`src/hdl/rle_register_write_expander_assert.svh`:
```
// Assertion macros shared by the register-write expander.
`ifndef RLE_REGISTER_WRITE_EXPANDER_ASSERT_SVH
`define RLE_REGISTER_WRITE_EXPANDER_ASSERT_SVH

// Same-cycle implication, checked on every rising clock edge out of reset.
`define RLEW_ASSERT_NOW(label, ante, cons, msg) \
    label: assert property (@(posedge i_clk) disable iff (!i_rst_n) (ante) |-> (cons)) \
        else $error(msg);

// Next-cycle implication, checked on every rising clock edge out of reset.
`define RLEW_ASSERT_NEXT(label, ante, cons, msg) \
    label: assert property (@(posedge i_clk) disable iff (!i_rst_n) (ante) |=> (cons)) \
        else $error(msg);

`endif

```
`src/hdl/rlew_pkg.sv`:
```
// Types and constants of the register-write expander.
package rlew_pkg;

    localparam int WORD_W  = 16;
    localparam int COUNT_W = 15;
    localparam int RUN_BIT = 15;

    // Record parser phases, one-hot.
    typedef enum logic [3:0] {
        PH_ADDR  = 4'b0001,
        PH_COUNT = 4'b0010,
        PH_VALUE = 4'b0100,
        PH_COPY  = 4'b1000
    } t_phase;

    // Function codes of an input request.
    localparam logic FUNC_SUPPLY = 1'b0;
    localparam logic FUNC_PULL   = 1'b1;

    typedef struct packed {
        logic              func;
        logic [WORD_W-1:0] word;
    } t_item;

    typedef struct packed {
        logic              vld;
        logic [WORD_W-1:0] addr;
        logic [WORD_W-1:0] data;
        logic              last;
    } t_result;

endpackage

```
`src/hdl/rlew_in_stage.sv`:
```
// Input register of the register-write expander.
module rlew_in_stage (
    input  logic            i_clk,
    input  logic            i_rst_n,
    input  logic            i_valid,
    input  rlew_pkg::t_item i_item,
    input  logic            i_take,
    output logic            o_stall,
    output logic            o_vld,
    output rlew_pkg::t_item o_item
);

    logic            r_vld;
    rlew_pkg::t_item r_item;
    logic            load;

    // The held request leaves when the next stage takes it.
    assign o_stall = r_vld && !i_take;
    assign load    = i_valid && !o_stall;

    always_ff @(posedge i_clk) begin
        if (!i_rst_n) begin
            r_vld <= 1'b0;
        end else begin
            r_vld <= load || (r_vld && !i_take);
        end
    end

    always_ff @(posedge i_clk) begin
        if (load) begin
            r_item <= i_item;
        end
    end

    assign o_vld  = r_vld;
    assign o_item = r_item;

endmodule

```
`src/hdl/rlew_expand.sv`:
```
// Record parser state and the one-step expansion logic.
module rlew_expand (
    input  logic              i_clk,
    input  logic              i_rst_n,
    input  logic              i_go,
    input  rlew_pkg::t_item   i_item,
    output rlew_pkg::t_result o_res
);

    rlew_pkg::t_phase                r_phase, n_phase;
    logic [rlew_pkg::WORD_W-1:0]     r_target_addr, n_target_addr;
    logic [rlew_pkg::COUNT_W-1:0]    r_remaining, n_remaining;
    logic [rlew_pkg::WORD_W-1:0]     r_repeat_value, n_repeat_value;
    logic [rlew_pkg::COUNT_W-1:0]    rem_dec;
    logic [rlew_pkg::COUNT_W-1:0]    word_count;

    assign rem_dec    = r_remaining - rlew_pkg::COUNT_W'(1);
    assign word_count = i_item.word[rlew_pkg::COUNT_W-1:0];

    always_comb begin
        n_phase        = r_phase;
        n_target_addr  = r_target_addr;
        n_remaining    = r_remaining;
        n_repeat_value = r_repeat_value;
        o_res.vld      = 1'b0;
        o_res.addr     = r_target_addr;
        o_res.data     = r_repeat_value;
        o_res.last     = (rem_dec == '0);
        if (i_go) begin
            if (i_item.func == rlew_pkg::FUNC_PULL) begin
                // A pull only produces a write while a replicated run is owed.
                if ((r_phase == rlew_pkg::PH_ADDR) && (r_remaining != '0)) begin
                    o_res.vld   = 1'b1;
                    n_remaining = rem_dec;
                end
            end else begin
                case (r_phase)
                    rlew_pkg::PH_ADDR: begin
                        // A new address drops whatever is left of a pending run.
                        n_target_addr = i_item.word;
                        n_remaining   = '0;
                        n_phase       = rlew_pkg::PH_COUNT;
                    end
                    rlew_pkg::PH_COUNT: begin
                        n_remaining = word_count;
                        if (i_item.word[rlew_pkg::RUN_BIT]) begin
                            n_phase = rlew_pkg::PH_VALUE;
                        end else if (word_count != '0) begin
                            n_phase = rlew_pkg::PH_COPY;
                        end else begin
                            n_phase = rlew_pkg::PH_ADDR;
                        end
                    end
                    rlew_pkg::PH_VALUE: begin
                        n_repeat_value = i_item.word;
                        n_phase        = rlew_pkg::PH_ADDR;
                    end
                    rlew_pkg::PH_COPY: begin
                        if (r_remaining == '0) begin
                            n_phase = rlew_pkg::PH_ADDR;
                        end else begin
                            o_res.vld   = 1'b1;
                            o_res.data  = i_item.word;
                            n_remaining = rem_dec;
                            if (rem_dec == '0) begin
                                n_phase = rlew_pkg::PH_ADDR;
                            end
                        end
                    end
                    default: begin
                        n_phase = rlew_pkg::PH_ADDR;
                    end
                endcase
            end
        end
    end

    always_ff @(posedge i_clk) begin
        if (!i_rst_n) begin
            r_phase        <= rlew_pkg::PH_ADDR;
            r_target_addr  <= '0;
            r_remaining    <= '0;
            r_repeat_value <= '0;
        end else begin
            r_phase        <= n_phase;
            r_target_addr  <= n_target_addr;
            r_remaining    <= n_remaining;
            r_repeat_value <= n_repeat_value;
        end
    end

endmodule

```
`src/hdl/rlew_out_stage.sv`:
```
// Result register of the register-write expander.
module rlew_out_stage (
    input  logic                        i_clk,
    input  logic                        i_rst_n,
    input  rlew_pkg::t_result           i_res,
    input  logic                        i_stall,
    output logic                        o_free,
    output logic                        o_valid,
    output logic [rlew_pkg::WORD_W-1:0] o_addr,
    output logic [rlew_pkg::WORD_W-1:0] o_data,
    output logic                        o_last
);

    logic                        r_vld;
    logic [rlew_pkg::WORD_W-1:0] r_addr;
    logic [rlew_pkg::WORD_W-1:0] r_data;
    logic                        r_last;

    assign o_free = !r_vld || !i_stall;

    always_ff @(posedge i_clk) begin
        if (!i_rst_n) begin
            r_vld <= 1'b0;
        end else if (o_free) begin
            r_vld <= i_res.vld;
        end
    end

    always_ff @(posedge i_clk) begin
        if (o_free && i_res.vld) begin
            r_addr <= i_res.addr;
            r_data <= i_res.data;
            r_last <= i_res.last;
        end
    end

    assign o_valid = r_vld;
    assign o_addr  = r_addr;
    assign o_data  = r_data;
    assign o_last  = r_last;

endmodule

```
`src/hdl/rle_register_write_expander.sv`:
```
// Top level of the compressed register-load stream expander.
//
//   channel   direction  handshake               payload
//   in        request    i_in_valid / o_in_stall i_func, i_word
//   out       result     o_out_valid/i_out_stall o_write_addr, o_write_data, o_run_last
//
// Each request is held in the input register while the parser logic updates its state
// and, when a write results, loads the result register, whose output is the write.
// While the result register is not stalled, requests are accepted back to back.
// Reset is synchronous and active low and returns the parser to the address phase.
// While i_out_stall holds the result register, the input register keeps its request
// and a held request raises o_in_stall until the result is taken.
module rle_register_write_expander (
    input  logic        i_clk,
    input  logic        i_rst_n,
    input  logic        i_in_valid,
    output logic        o_in_stall,
    input  logic        i_func,
    input  logic [15:0] i_word,
    output logic        o_out_valid,
    input  logic        i_out_stall,
    output logic [15:0] o_write_addr,
    output logic [15:0] o_write_data,
    output logic        o_run_last
);

`include "rle_register_write_expander_assert.svh"

    rlew_pkg::t_item   in_item;
    rlew_pkg::t_item   held_item;
    rlew_pkg::t_result step_res;
    logic              held_vld;
    logic              out_free;
    logic              go;

    assign in_item.func = i_func;
    assign in_item.word = i_word;

    // A held request is processed only when the result register can take
    // whatever it produces, so no result is ever dropped.
    assign go = held_vld && out_free;

    rlew_in_stage u_in (
        .i_clk   (i_clk),
        .i_rst_n (i_rst_n),
        .i_valid (i_in_valid),
        .i_item  (in_item),
        .i_take  (go),
        .o_stall (o_in_stall),
        .o_vld   (held_vld),
        .o_item  (held_item)
    );

    // The parser itself: address, count, repeat value, and the word copy phase.
    rlew_expand u_expand (
        .i_clk   (i_clk),
        .i_rst_n (i_rst_n),
        .i_go    (go),
        .i_item  (held_item),
        .o_res   (step_res)
    );

    rlew_out_stage u_out (
        .i_clk   (i_clk),
        .i_rst_n (i_rst_n),
        .i_res   (step_res),
        .i_stall (i_out_stall),
        .o_free  (out_free),
        .o_valid (o_out_valid),
        .o_addr  (o_write_addr),
        .o_data  (o_write_data),
        .o_last  (o_run_last)
    );

    // An accepted request is held in the input register on the next cycle.
    `RLEW_ASSERT_NEXT(a_accept_held, i_in_valid && !o_in_stall, held_vld, "accepted request lost")

    // A held request with a blocked result side must stall the input.
    `RLEW_ASSERT_NOW(a_block_stalls, held_vld && !out_free, o_in_stall, "input not stalled")

    // A processed request with no new one behind it leaves the input register.
    `RLEW_ASSERT_NEXT(a_drain, go && !i_in_valid, !held_vld, "processed request not retired")

    // A result only appears after a request was held for processing.
    `RLEW_ASSERT_NOW(a_result_source, $rose(o_out_valid), $past(held_vld), "stray result")

endmodule
```
`config.mk`:
```
export PLATFORM = sky130hd
export DESIGN_NAME = rle_register_write_expander
export DESIGN_NICKNAME = d
export VERILOG_FILES = /design/src/hdl/rlew_pkg.sv /design/src/hdl/rlew_in_stage.sv /design/src/hdl/rlew_expand.sv /design/src/hdl/rlew_out_stage.sv /design/src/hdl/rle_register_write_expander.sv
export VERILOG_INCLUDE_DIRS = /design/src /design/src/hdl
export SDC_FILE = /design/constraint.sdc
export NUM_CORES = 1
export LEC_CHECK = 0
export ABC_AREA = 1
export ABC_CLOCK_PERIOD_IN_PS = 2600
export BUFFER_PORTS_ARGS = -buffer_cell sky130_fd_sc_hd__buf_2
export CORE_MARGIN = 5
export CORE_UTILIZATION = 45
export DETAILED_ROUTE_END_ITERATION = 8
export HOLD_SLACK_MARGIN = 0.03
export PLACE_DENSITY = 0.64
export REMOVE_ABC_BUFFERS = 1
export SLEW_MARGIN = 0
export SYNTH_ARGS = -nofsm -noshare
export SYNTH_HDL_FRONTEND = slang
export SYNTH_SLANG_ARGS = --single-unit
```
`constraint.sdc`:
```
create_clock -name i_clk -period 2.6 [get_ports i_clk]
set_clock_uncertainty 0.15 [all_clocks]
set_input_delay 0.52 -clock i_clk [delete_from_list [all_inputs] [get_ports i_clk]]
set_output_delay 0.52 -clock i_clk [all_outputs]
set_load 0.05 [all_outputs]
```
### Yosys cells after proc, flatten, opt, wreduce, memory -nomap -nowiden

Cells that the tools add are included.

* logic and storage cells: 58
* flip-flop bits (word level): 103
* output and inout port bits: 35
* bits of input ports: 21

* equality and inequality tests: 7
* multiplexer cells: 18
* reduce and logical (&&, ||, !) cells: 20
* bitwise gates (word level): 1
* add/subtract/negate cells: 1

Operators by type and width (count)
* 16-bit two-way mux: 4
* 15-bit two-way mux: 3
* 15-bit one-hot mux with 3 select lines: 1
* 15-bit zero test: 2
* 15-bit nonzero test: 2
* 4-bit two-way mux: 4
* 15-bit by 1-bit subtractor with 15-bit output, second input constant: 1
* 4-bit one-hot mux with 3 select lines: 1
* 3-bit AND reduction: 3
* 1-bit logical AND: 5
* 1-bit two-way mux: 5
* 4-bit by 1-bit == test with 1-bit output, second input constant: 1
* 4-bit by 2-bit == test with 1-bit output, second input constant: 1
* 4-bit by 3-bit == test with 1-bit output, second input constant: 1
* 4-bit == test, second input constant: 1
* 1-bit zero test: 4
* 4-bit AND reduction: 1
* 4-bit nonzero test: 1
* 3-bit by 1-bit inequality test with 1-bit output, second input constant: 1
* 3-bit inequality test, second input constant: 1
* 1-bit logical OR: 2
* 2-bit by 1-bit inequality test with 1-bit output, second input constant: 1
* 1-bit NOT: 1

### Depth between registers and ports, before layout

* depth in word-level cells: 8
* gate-level depth with buffers: 16
* gate-level depth less buffers: 16

### By module

Synthesis repeated with hierarchy kept, for this count alone.

* cells, all modules: 477
* area, all modules: 4391.7 µm²

By module, submodules not included
* rlew_expand: cells each 411, area each 2785.2 µm², sequential area each 1021.0 µm², times used 1
* rlew_out_stage: cells each 39, area each 1038.5 µm², sequential area each 1011.0 µm², times used 1
* rlew_in_stage: cells each 25, area each 560.5 µm², sequential area each 530.5 µm², times used 1
* rle_register_write_expander: cells each 2, area each 7.5 µm², sequential area each 0.0 µm², times used 1

### Least setup slack after synthesis

No wires, ideal clock.

* kind: register to register
* start point: register u_out.r_vld, in the netlist u_out.o_valid
* end point: register u_out.r_addr (netlist bit u_out.o_addr[0]), enable pin
* arrival: 1863 ps
* required time: 2057 ps
* setup slack: 194 ps
* clock period less this slack: 2406 ps
* path buffers: 0
* stages on the path, launching flop included: 7
* setup time: 393 ps
* cell sequence: dfxtp_1 -> nand2_1 -> inv_1 -> nor2_1 -> nand2_1 -> nand2_2 -> o21a_1

* longest elaborated chain between the ends: 5

Ends and longest elaborated chain
* start: declaration: line rlew_out_stage.sv:14 `logic r_vld;`
* start signal: assignment: line rlew_out_stage.sv:25 `r_vld <= i_res.vld;`
* 1-bit zero test *: line rlew_out_stage.sv:19 `assign o_free = !r_vld || !i_stall;`
* 1-bit logical OR *: line rlew_out_stage.sv:19
* 1-bit logical AND: line rle_register_write_expander.sv:41 `assign go = held_vld && out_free;`
* 1-bit two-way mux: line rlew_expand.sv:29 `if (i_go) begin`
* 1-bit logical AND *: line rlew_out_stage.sv:30 `if (o_free && i_res.vld) begin`
* end signal: assignment: line rlew_out_stage.sv:31 `r_addr <= i_res.addr;`
* end: declaration: line rlew_out_stage.sv:15 `logic [rlew_pkg::WORD_W-1:0] r_addr;`

Mark *: on every way between the ends. The rest lies on a longest branch, timed or not.
A chain may end at the register's enable or synchronous reset.

### Final worst setup path

* start point: register u_expand.r_remaining[0] (netlist name)
* end point: register u_expand.r_phase[0]

* longest elaborated chain between the ends: 4
* elaborated cells between the ends (all ways): 7
* those cells by class: 1 x add/sub; 1 x eq/ne; 2 x mux; 3 x reduce/logical

Ends and longest elaborated chain
* start: declaration: line rlew_expand.sv:12 `logic [rlew_pkg::COUNT_W-1:0] r_remaining, n_remaining;`
* start signal: assignment: line rlew_expand.sv:87 `r_remaining <= n_remaining;`
* 15-bit by 1-bit subtractor with 15-bit output: line rlew_expand.sv:17 `assign rem_dec = r_remaining - rlew_pkg::COUNT_W'(1);`
* 15-bit zero test: line rlew_expand.sv:65 `if (rem_dec == '0) begin`
* 3-bit by 1-bit inequality test with 1-bit output (no source line)
* 3-bit AND reduction (no source line)
* end signal: assignment: line rlew_expand.sv:80 `r_phase <= rlew_pkg::PH_ADDR;`
* end signal: assignment: line rlew_expand.sv:85 `r_phase <= n_phase;`
* end: declaration: line rlew_expand.sv:10 `rlew_pkg::t_phase r_phase, n_phase;`

Several ways; a longest one is shown, not always the timed one.

==> run_results.csv <==
group,metric,value,unit
status,status,"completed",
clock_network,cts.reportedPaths.clkPinSlew,0.10,ns
min_path,hp-class,"in -> reg",
critical_path,path_class,"reg -> reg",
cells_and_area,n_fill_cell,898,
cells_and_area,final_common_cell,"nand2_1",
global_routing,antenna_found_initial,0,
clock_network,cts_sinks,103,
critical_path,cp_slowest_cell,"dfxtp_1",
clock_network,cts-htree-levels,3,
floorplanning,io_pins,56,
sta,relSlewSlack,0.5278,
cells_and_area,final_area,4992,sq um
yosys,yosysWarnings,0,
floorplanning,dieArea,11760,sq um
global_routing,grt_pass1_vias,3075,
critical_path,crit_path_frequent_cell,"nand2_1",
clock_network,clock_tree.root_cell,"clkbuf_8",
yosys,ys_seq_elements,103,
cells_and_area,drive_above_1_share,0.2373,
sta,max_freq,472.4,MHz
clock_network,cts_made_buffers,9,
floorplanning,fp.dieW,108.5,microns
sta,rsz0062_at_grt,"no",
pwr,switching_share,0.3070,
yosys,async_flop_share,0,
routing,drcViolationCount,0,
sta,tightest_slew,0.7075,ns
critical_path,max_stage_delay,0.33,ns
yosys,synth_cell_type_count,40,
global_routing,grt_pass1_wl,15280,microns
routing,final_antenna_net_count,0,
floorplanning,start_util,0.4547,
yosys,synth_flop_cell,"dfxtp_1",
yosys,synth_enable_flop_cells,50,
cells_and_area,mostFrequentLayoutCells,"nand2_1, buf_2, o21ai_0",
floorplanning,dieHeight,108.5,microns
critical_path,cp_top_family,"simple AND/OR/NAND/NOR gates",
floorplanning,floorplan.rows,36,
routing,drt_iter0_drc,202,
routing,dr_total_vias,3267,
clock_network,cts_tree,"yes",
pwr,ir_worst_vdd,0.0002746,V
yosys,seq_area_frac_synth,0.5873,
pwr,intPower,2.483,mW
clock_network,hold_buffers,0,
pwr,power.leakage,2.044,nW
cells_and_area,n_antenna_cell,0,
global_routing,grt_max_degree,42,
critical_path,cp_data_required_time,2.70,ns
sta,finalMaxSlewViolations,0,
critical_path,reg2regPathDepth,15,
pwr,seqPwrFrac,0.520,
placed_design,port-buffer-count,55,
clock_network,cts_resized,0,
critical_path,critical_path_arrival,2.21,ns
cells_and_area,syn2layout_area_growth,14.43,%
sta,hold_viol,0,
routing,viasPerCell,5.081,
routing,firstDrtPassIters,5,
clock_network,clk_path_buf_depth,2,
sta,tns,0,ns
sta,post-route-period-util,0.8142,
run,drv_cap,0,
critical_path,worstSetupPathDepth,15,
yosys,yosys.area.top_type_share,0.3441,
clock_network,cts_setup_buffers,0,
global_routing,overflow,0,
pwr,pwr-share-comb,0.201,
yosys,syn_area_per_cell,9.717,sq um
floorplanning,core_area,9594,sq um
critical_path,crit_fanout,5,
cells_and_area,multi_input_area,1523,sq um
pwr,pwr-share-clk,0.279,
critical_path,start_kind,"register",
routing,wl_per_cell,14.67,microns
placed_design,hpwl,6701,microns
global_routing,grt_usage,0.1669,
clock_network,clk_latency,0.36,ns
pwr,switching_power,1.100,mW
sta,setup_viol,0,
yosys,synthCells,449,
placed_design,place_congestion,0.9429,
cells_and_area,nNetsFinal,529,
pwr,p_per_area,717.6,nW/um^2
critical_path,endpoint_kind,"register",
cells_and_area,regArea,2562,sq um
yosys,synth_area_leaders,"edfxtp_1, dfxtp_1, o21ai_0",
placed_design,placed_area,4796,sq um
min_path,worstHoldPathCells,1,
critical_path,cp_num_buf_inv,1,
routing,finalWirelength,9430,microns
sta,min_period,2.117,ns
critical_path,worstPathCellList,"inv_1 > ha_1 > nand2_1 > nor2_2 > nand3_1 > nand2_1 > nand2_1 > nor2_1 > nand2_1 > nor2_2 > nand2_2 > nand2_4 > nand2_2 > nand2_2 > nand3_1",
yosys,syn_area,4363,sq um
yosys,yosysTopAreaCell,"edfxtp_1",
registers in the layout, summed over array words and instances, names as in the netlist:
register,cells
u_in.o_vld,1
u_expand.r_target_addr,16
u_out.o_data,16
u_out.o_addr,16
u_expand.r_remaining,15
u_in.o_item,17
u_out.o_last,1
u_out.o_valid,1
u_expand.r_phase,4
u_expand.r_repeat_value,16
cell families after synthesis:
logic type | count (synthesis) | share of synthesized area
DFF | 103 | 0.5873
and+or+nand+nor | 138 | 0.1652
AOI/OAI and AO/OA | 133 | 0.1632
buffers and inverters | 68 | 0.06424
adders and majority gates | 3 | 0.008604
xor gates and xnor gates | 4 | 0.01147
power by group through the flow:
stage          sequential [mW]  clock [mW]  combinational (mW)
2_1_floorplan             1.97           0               0.462
3_3_place_gp              1.90           0               0.703
3_5_place_dp              1.90           0               0.714
4_1_cts                   1.86        1.03               0.717
5_1_grt                   1.87        1.10               0.802
6_report                  1.86        1.00               0.720
layout make-up:
| class | count | area share |
|---|---|---|
| clock buffer | 11 | 0.02632 |
| clock inverter | 5 | 0.01303 |
| inverter | 51 | 0.03835 |
| multi-input combinational | 278 | 0.3050 |
| sequential | 103 | 0.5133 |
| tap | 133 | 0.03333 |
| timing repair buffer | 62 | 0.07068 |
routing by layer:
layer	share of wire	up-vias	wire [microns]	GRT usage
met5	0	-	0	0
met4	0.026	0	248	0.08206
met3	0.048	16	451	0.03045
met2	0.47	95	4413	0.2648
met1	0.46	1511	4317	0.2196
li1	-	1645	-	-
worst register-to-register path, stage by stage (launching register included):
cell	delay, ns
dfxtp_1	0.33
inv_1	0.17
ha_1	0.30
nand2_1	0.09
nor2_2	0.14
nand3_1	0.08
nand2_1	0.09
nand2_1	0.05
nor2_1	0.08
nand2_1	0.07
nor2_2	0.09
nand2_2	0.08
nand2_4	0.08
nand2_2	0.08
nand2_2	0.06
nand3_1	0.06
per-stage QoR:
step           utilization  setup slack [ns]  cells  hold WS [ns]  power [mW]
2_1_floorplan            -            0.1945    432        0.2530       2.429
3_3_place_gp        0.4999            0.4328    627        0.2617       2.599
3_5_place_dp        0.4999            0.4164    627        0.2596       2.611
4_1_cts             0.5203            0.4695    643        0.1699       3.606
5_1_grt             0.5203            0.1980    643        0.1573       3.776
6_report            0.5203            0.4830    643        0.1812       3.583
worst paths after layout:
path,start,endpoint,slack [ns]
hold / removal,i_word[5],u_in.o_item[5],0.18
setup reg to reg,u_expand.r_remaining[0],u_expand.r_phase[0],0.48
setup / recovery,u_expand.r_remaining[0],u_expand.r_phase[0],0.48
hold reg to reg,u_expand.r_target_addr[3],u_out.o_addr[3],0.28
Yosys cell counts, types with 2 or more instances:
cell type / number
a211oi_1: 3
a21oi_1: 50
a21oi_2: 2
a22oi_1: 4
buf_2: 7
buf_6: 2
clkbuf_1: 7
dfxtp_1: 53
edfxtp_1: 50
ha_1: 3
inv_1: 43
inv_2: 7
nand2_1: 56
nand2_2: 10
nand2_4: 3
nand3_1: 12
nand3_2: 4
nand3b_1: 2
nand4_1: 2
nor2_1: 29
nor2_2: 9
nor2_4: 2
nor3_1: 2
nor4_1: 3
o21a_1: 2
o21ai_0: 54
o21ai_1: 8
o22ai_1: 8
No activity file was read; power rests on OpenSTA's default activity.
